<file path="src/rtl/core/ria_pkg.sv">
// ria_pkg: shared types, operation codes and helpers for the rv64im integer alu
// used by every module under rtl/core; depends on nothing

package ria_pkg;

	// operation codes
	localparam logic [4:0] OP_ADD    = 5'd0;
	localparam logic [4:0] OP_ADDW   = 5'd1;
	localparam logic [4:0] OP_SUB    = 5'd2;
	localparam logic [4:0] OP_SUBW   = 5'd3;
	localparam logic [4:0] OP_AND    = 5'd4;
	localparam logic [4:0] OP_OR     = 5'd5;
	localparam logic [4:0] OP_XOR    = 5'd6;
	localparam logic [4:0] OP_SLL    = 5'd7;
	localparam logic [4:0] OP_SRL    = 5'd8;
	localparam logic [4:0] OP_SRA    = 5'd9;
	localparam logic [4:0] OP_SLLW   = 5'd10;
	localparam logic [4:0] OP_SRLW   = 5'd11;
	localparam logic [4:0] OP_SRAW   = 5'd12;
	localparam logic [4:0] OP_SLT    = 5'd13;
	localparam logic [4:0] OP_SLTU   = 5'd14;
	localparam logic [4:0] OP_MUL    = 5'd15;
	localparam logic [4:0] OP_MULH   = 5'd16;
	localparam logic [4:0] OP_MULHSU = 5'd17;
	localparam logic [4:0] OP_MULHU  = 5'd18;
	localparam logic [4:0] OP_MULW   = 5'd19;
	localparam logic [4:0] OP_DIV    = 5'd20;
	localparam logic [4:0] OP_DIVU   = 5'd21;
	localparam logic [4:0] OP_DIVW   = 5'd22;
	localparam logic [4:0] OP_DIVUW  = 5'd23;
	localparam logic [4:0] OP_REM    = 5'd24;
	localparam logic [4:0] OP_REMU   = 5'd25;
	localparam logic [4:0] OP_REMW   = 5'd26;
	localparam logic [4:0] OP_REMUW  = 5'd27;

	// execution class picked by the front
	localparam logic [1:0] CLS_ALU = 2'd0;
	localparam logic [1:0] CLS_MUL = 2'd1;
	localparam logic [1:0] CLS_DIV = 2'd2;

	localparam int QUEUE_DEPTH = 4;

	localparam logic [63:0] ALL_ONES = 64'hFFFF_FFFF_FFFF_FFFF;
	localparam logic [63:0] SIGN64   = 64'h8000_0000_0000_0000;

	typedef struct packed {
		logic [4:0]  operation;
		logic [63:0] operand_a;
		logic [63:0] operand_b;
	} in_t;

	typedef struct packed {
		logic [63:0] result_value;
		logic        exception_flag;
	} out_t;

	// classified entry held in the queue
	typedef struct packed {
		logic [1:0]  cls;
		logic        word;
		logic        sgn;
		logic [4:0]  operation;
		logic [63:0] operand_a;
		logic [63:0] operand_b;
	} dec_t;

	function automatic logic [63:0] sext32(input logic [31:0] x);
		return {{32{x[31]}}, x};
	endfunction

endpackage

</file>
<file path="src/rtl/core/ria_queue.sv">
// ria_queue: small first-in first-out queue of classified entries
// depends on ria_pkg

module ria_queue #(
	parameter int DEPTH = ria_pkg::QUEUE_DEPTH
) (
	input  logic          clk,
	input  logic          arst_n,
	input  logic          push,
	input  ria_pkg::dec_t wr_data,
	input  logic          pop,
	output ria_pkg::dec_t rd_data,
	output logic          not_empty,
	output logic          full
);

	localparam int PW = (DEPTH > 1) ? $clog2(DEPTH) : 1;
	localparam int CW = $clog2(DEPTH + 1);
	localparam logic [PW-1:0] LAST = PW'(DEPTH - 1);
	localparam logic [CW-1:0] CNT_FULL = CW'(DEPTH);

	ria_pkg::dec_t    entry_q [DEPTH];
	logic [PW-1:0]    wr_ptr_q;
	logic [PW-1:0]    rd_ptr_q;
	logic [CW-1:0]    count_q;

	assign rd_data   = entry_q[rd_ptr_q];
	assign not_empty = (count_q != '0);
	assign full      = (count_q == CNT_FULL);

	// entry storage
	always_ff @(posedge clk) begin
		if (push) begin
			entry_q[wr_ptr_q] <= wr_data;
		end
	end

	// pointers and fill count
	always_ff @(posedge clk or negedge arst_n) begin
		if (!arst_n) begin
			wr_ptr_q <= '0;
			rd_ptr_q <= '0;
			count_q  <= '0;
		end else begin
			if (push) begin
				wr_ptr_q <= (wr_ptr_q == LAST) ? '0 : wr_ptr_q + 1'b1;
			end
			if (pop) begin
				rd_ptr_q <= (rd_ptr_q == LAST) ? '0 : rd_ptr_q + 1'b1;
			end
			if (push && !pop) begin
				count_q <= count_q + 1'b1;
			end else if (pop && !push) begin
				count_q <= count_q - 1'b1;
			end
		end
	end

endmodule

</file>
<file path="config.mk">
export PLATFORM = sky130hd
export DESIGN_NAME = ria_queue
export DESIGN_NICKNAME = d
export VERILOG_FILES = /design/src/rtl/core/ria_pkg.sv /design/src/rtl/core/ria_queue.sv
export SDC_FILE = /design/constraint.sdc
export NUM_CORES = 1
export LEC_CHECK = 0
export BUFFER_PORTS_ARGS = -buffer_cell sky130_fd_sc_hd__buf_4
export CORE_AREA = 8 8 250 252
export CTS_BUF_LIST = sky130_fd_sc_hd__clkbuf_2
export CTS_CLUSTER_DIAMETER = 200
export DETAILED_ROUTE_END_ITERATION = 6
export DIE_AREA = 0 0 258 260
export PLACE_DENSITY_LB_ADDON = 0.08
export SETUP_SLACK_MARGIN = 0.02
export SLEW_MARGIN = 20
export SYNTH_ARGS = -nofsm -noshare
export SYNTH_HDL_FRONTEND = slang
export SYNTH_SLANG_ARGS = --single-unit
</file>
<file path="constraint.sdc">
create_clock -name clk -period 5.5 [get_ports clk]
set_input_delay 0 -clock clk [delete_from_list [all_inputs] [get_ports clk]]
set_output_delay 0 -clock clk [all_outputs]
set_load 0.05 [all_outputs]
</file>
==> results of run 1 <==
==> cells in the mapped netlist <==
| cell type | instances |
|---|---|
| and2_1 | 4 |
| buf_1 | 1 |
| buf_2 | 14 |
| buf_4 | 1 |
| buf_6 | 14 |
| clkbuf_1 | 1 |
| dfrtp_1 | 7 |
| edfxtp_1 | 548 |
| fa_1 | 1 |
| ha_1 | 6 |
| inv_1 | 4 |
| mux2_2 | 3 |
| mux4_2 | 137 |
| nand2_1 | 2 |
| nor2_1 | 3 |
| nor3b_1 | 1 |
| o21ai_0 | 2 |
| or3_1 | 1 |
| xnor2_1 | 1 |
| xor2_1 | 2 |
==> metrics by stage <==
step                hold WS (ns)  utilization  cells
floorplan                 -0.296            -    753
global placement          -0.170        0.396   1786
detailed placement        -0.173        0.396   1786
==> cell families after synthesis <==
kind of cell               Yosys count
muxes                              140
buffers and inverters               35
xor gates and xnor gates             3
DFF                                555
adders and majority gates            7
and+or+nand+nor                     11
AOI/OAI and AO/OA                    2
==> metrics.md, run 1 <==
| Metric | Value |
|---|---|
| Leading area contributor after synthesis | `edfxtp_1` |
| Post-synthesis instance total | `753` |
| Synth Area in XOR/XNOR | `0.00130` |
| Placed Area | `0.0232 mm2` |
| Die width | `258 um` |
| Synth Register Bits | `555` |
| Post-Place Worst Slack | `2.97 ns` |
| Multiplexer share of the synthesized area | `0.154` |
| I/O pins | `280` |
| Post-Syn Nets | `901` |
| Post-DP HPWL | `26400 um` |
| IO Port Bufs | `279` |
| Top cells by area, synth | `edfxtp_1, mux4_2, dfrtp_1` |
| H-tree depth | `4` |
| Sequential fraction of the synthesis area | `0.823` |
| Initial Util | `0.345` |
| Root cell of the clock tree | `clkbuf_2` |
| Main combinational cell family by area after synthesis | `multiplexers` |
| Yosys warns | `0` |
| Synthesized-area fraction occupied by and/or/nand/nor cells | `0.00285` |
| Placer Congestion | `0.675` |
| Status | `stopped before the end` |
| Yosys top cell area share | `0.815` |
| Error message | `[ERROR RSZ-0060] Max buffer count reached.` |
| Synth cell types | `20` |
| Hold Buf Count CTS | `410` |
| FP Rows | `89` |
| Clock Tree Buf Depth | `3` |
| Die Height | `260 um` |
| Post-synthesis average cell area | `26.8 um2` |
| Post-synthesis compound-gate area fraction | `0.000496` |
| CTS Buf Count | `148` |
| Post-CTS Setup Bufs | `0` |
| Fail Step | `clock tree synthesis (4_1_cts)` |
| TritonCTS Sinks | `555` |
| CTS-repair resized insts | `0` |
| Cell area after synthesis | `0.0202 mm2` |
| Post-Synth Adder-Cell Area | `0.00471` |
==> inputs of run 2 (changes only) <==
==> config.mk (replaced) <==
export PLATFORM = sky130hd
export DESIGN_NAME = ria_queue
export DESIGN_NICKNAME = d
export VERILOG_FILES = /design/src/rtl/core/ria_pkg.sv /design/src/rtl/core/ria_queue.sv
export SDC_FILE = /design/constraint.sdc
export NUM_CORES = 1
export LEC_CHECK = 0
export BUFFER_PORTS_ARGS = -buffer_cell sky130_fd_sc_hd__buf_4
export CORE_AREA = 8 8 327 329
export DETAILED_ROUTE_END_ITERATION = 6
export DIE_AREA = 0 0 335 337
export PLACE_DENSITY_LB_ADDON = 0.15
export SLEW_MARGIN = 20
export SYNTH_ARGS = -nofsm -noshare
export SYNTH_HDL_FRONTEND = slang
export SYNTH_SLANG_ARGS = --single-unit
==> run 2 against run 1 <==
Net effect: the flow now finishes without violations; synthesized area unchanged; synthesized cell count is the same.
==> metrics.md, run 2 <==
| Metric | Value |
|---|---|
| Status | `completed` |
| Final Instance Count excl. Fillers | `2656` |
| Sequential fraction of the synthesis area | `0.823` |
| Critical path's top delay family | `flip-flops` |
| H-tree depth | `3` |
| Die Height | `337 um` |
| Vias after detailed routing | `9793` |
| IO Port Bufs | `279` |
| Yosys top cell area share | `0.815` |
| Max cap viols | `0` |
| Hold Buf Count CTS | `141` |
| Async SR Flop Fraction | `0.0126` |
| Placed Area | `0.0239 mm2` |
| Synth cell types | `20` |
| Top cells by area, synth | `edfxtp_1, mux4_2, dfrtp_1` |
| Clock Pin Slew Worst Setup and Hold Paths | `0.06 ns` |
| Fin area | `0.0277 mm2` |
| Post-Place Worst Slack | `2.93 ns` |
| Initial Util | `0.199` |
| DR WL/cell | `20.2 um` |
| Tcrit/Tclk final | `0.556` |
| Max-slew violations | `0` |
| TritonCTS Sinks | `555` |
| TritonCTS clock tree | `built` |
| Post-DP HPWL | `31300 um` |
| Req. time, crit path | `5.50 ns` |
| GRT overflow | `0` |
| Worst Hold Class | `input pin to register` |
| Routed Antenna Nets | `0` |
| Fmax | `327 MHz` |
| Worst-case clock skew | `0.0155 ns` |
| Top reg by flops | `entry_q` |
| RSZ-0062 raised after global routing | `no` |
| Drt pass-1 iters | `4` |
| Placed insts | `2381` |
| Commonest non-fill, non-tap cell in the layout | `edfxtp_1` |
| Yosys warns | `0` |
| Die area | `0.113 mm2` |
| Largest net degree at the start of global routing | `97` |
| Largest fanout on the critical path | `60` |
| Post-synthesis average cell area | `26.8 um2` |
| Vias in the first global route | `11114` |
| CTS Buf Count | `70` |
| Post-synth top cells | `edfxtp_1, mux4_2, buf_2, buf_6, dfrtp_1` |
| Fin nets | `1374` |
| Final setup vio count | `0` |
| Setup crit end kind | `primary output` |
| Synth Register Bits | `555` |
| Most numerous cell in the Yosys netlist | `edfxtp_1` |
| Worst Setup Start Kind | `register` |
| Cell Chain, Critical Path | `buf_12 > mux4_2 > buf_4` |
| GR Util All Layers | `0.0933` |
| Worst-Margin Slew | `0.872 ns` |
| Core Footprint | `0.101 mm2` |
| Via density per instance | `3.69` |
| Latest clock arrival within the worst-skew pair | `0.60 ns` |
| Final hold viol count | `0` |
| Max FFs per register | `548` |
| Relative slew slack | `0.419` |
| Slowest cell on the critical path | `dfrtp_4` |
| Number of flops mapped to enable cells by yosys | `548` |
| Final setup TNS | `0 ns` |
| Leakage power | `9.23 nW` |
| First-pass GRT wire length | `77200 um` |
| Cell area after synthesis | `0.0202 mm2` |
| P&R area growth vs syn | `37.0%` |
| Most frequent cells in the layout | `edfxtp_1, buf_4, dlygate4sd3_1` |
| Ys flop type | `edfxtp_1` |
| Buf/Inv on CP | `2` |
| CP max stage delay | `0.97 ns` |
| Routed WL | `53600 um` |
| VDD IR max | `0.266 mV` |
| Clock Tree Buf Depth | `3` |
| I/O pins | `280` |
| CP Data Arrival Time | `3.06 ns` |
| Top flop regs | `entry_q: 548 flops, count_q: 3 flops` |
| DR DRC count | `0` |
| Die width | `335 um` |
| Final Util | `0.273` |
| Leading area contributor after synthesis | `edfxtp_1` |
| CTS-repair resized insts | `0` |
| PD cells | `594 mW/mm2` |
| Post-synthesis instance total | `753` |
| Min Tclk post-route | `3.06 ns` |
| DRT iter0 DRCs | `512` |
| FP Rows | `117` |
| Placer Congestion | `0.663` |
| Hold_sp | `wr_data[18]` |
| Setup slack after layout | `2.44 ns` |
| Root cell of the clock tree | `clkbuf_16` |
| Post-CTS Setup Bufs | `0` |
| CP Class | `register to primary output` |
| Critical path origin | `rd_ptr_q[0]` |
| Worst R2R Start | `wr_ptr_q[1]` |
| Post-Syn Nets | `901` |
| Initial antenna violation count | `8` |
| Share of layout cells above drive strength 1 | `0.417` |
run 2: routing by layer:
| layer | global-route usage | wire length (um) | vias up |
|---|---|---|---|
| met5 | 0 | 26 | - |
| met4 | 0.0307 | 1120 | 4 |
| met3 | 0.0320 | 3620 | 81 |
| met2 | 0.151 | 25500 | 271 |
| met1 | 0.117 | 23300 | 5200 |
| li1 | - | - | 4237 |
run 2: metrics by stage:
stage | hold slack, ns | total power (W)
after CTS | 0.0694 | 0.0169
after detailed placement | -0.160 | 0.0121
after global routing | 0.101 | 0.0172
final | 0.140 | 0.0164
after global placement | -0.165 | 0.0121
after floorplan | -0.296 | 0.0101
run 2: worst paths after layout:
check / cells past startpoint / slack [ns] / endpoint
worst max-delay path: 3 / 2.44 / rd_data[116]
worst min-delay path: 2 / 0.14 / entry_q[0][18]
worst max register to register: 4 / 3.07 / entry_q[1][20]
worst min register to register: 1 / 0.49 / count_q[2]
max in group asynchronous: 3 / 4.74 / rd_ptr_q[0]
min in group asynchronous: 3 / 0.42 / rd_ptr_q[1]
run 2: worst reg2reg max path, cell delays in order, from the launching register on:
cell     delay [ns]
dfrtp_1        0.40
inv_1          0.11
ha_1           0.15
and2_4         0.69
buf_12         0.66
run 2: cells by family after synthesis:
| logic type | count (synthesis) | share of synthesized area |
|---|---|---|
| xor gates and xnor gates | 3 | 0.00130 |
| muxes | 140 | 0.154 |
| adders and majority gates | 7 | 0.00471 |
| AOI/OAI and AO/OA | 2 | 0.000496 |
| buffers and inverters | 35 | 0.0128 |
| and+or+nand+nor | 11 | 0.00285 |
| DFF | 555 | 0.823 |
run 2: report_power, final:
| part | internal [W] | leakage [nW] | switching, W |
|---|---|---|---|
| clock | 0.00282 | 1.11 | 0.00173 |
| sequential | 0.00542 | 5.11 | 0.000298 |
| combinational | 0.00206 | 3.00 | 0.00410 |
run 2: final cells by class:
class / instances / area [um2]
fill: 10157 / 73600
sequential: 555 / 16600
timing repair buffer: 432 / 3670
multi-input combinational: 163 / 3320
clock buffer: 93 / 1910
tap: 1368 / 1710
clock inverter: 34 / 380
antenna: 7 / 17.5
inverter: 4 / 15.0
Note: power is estimated with default switching activity, not from simulation.
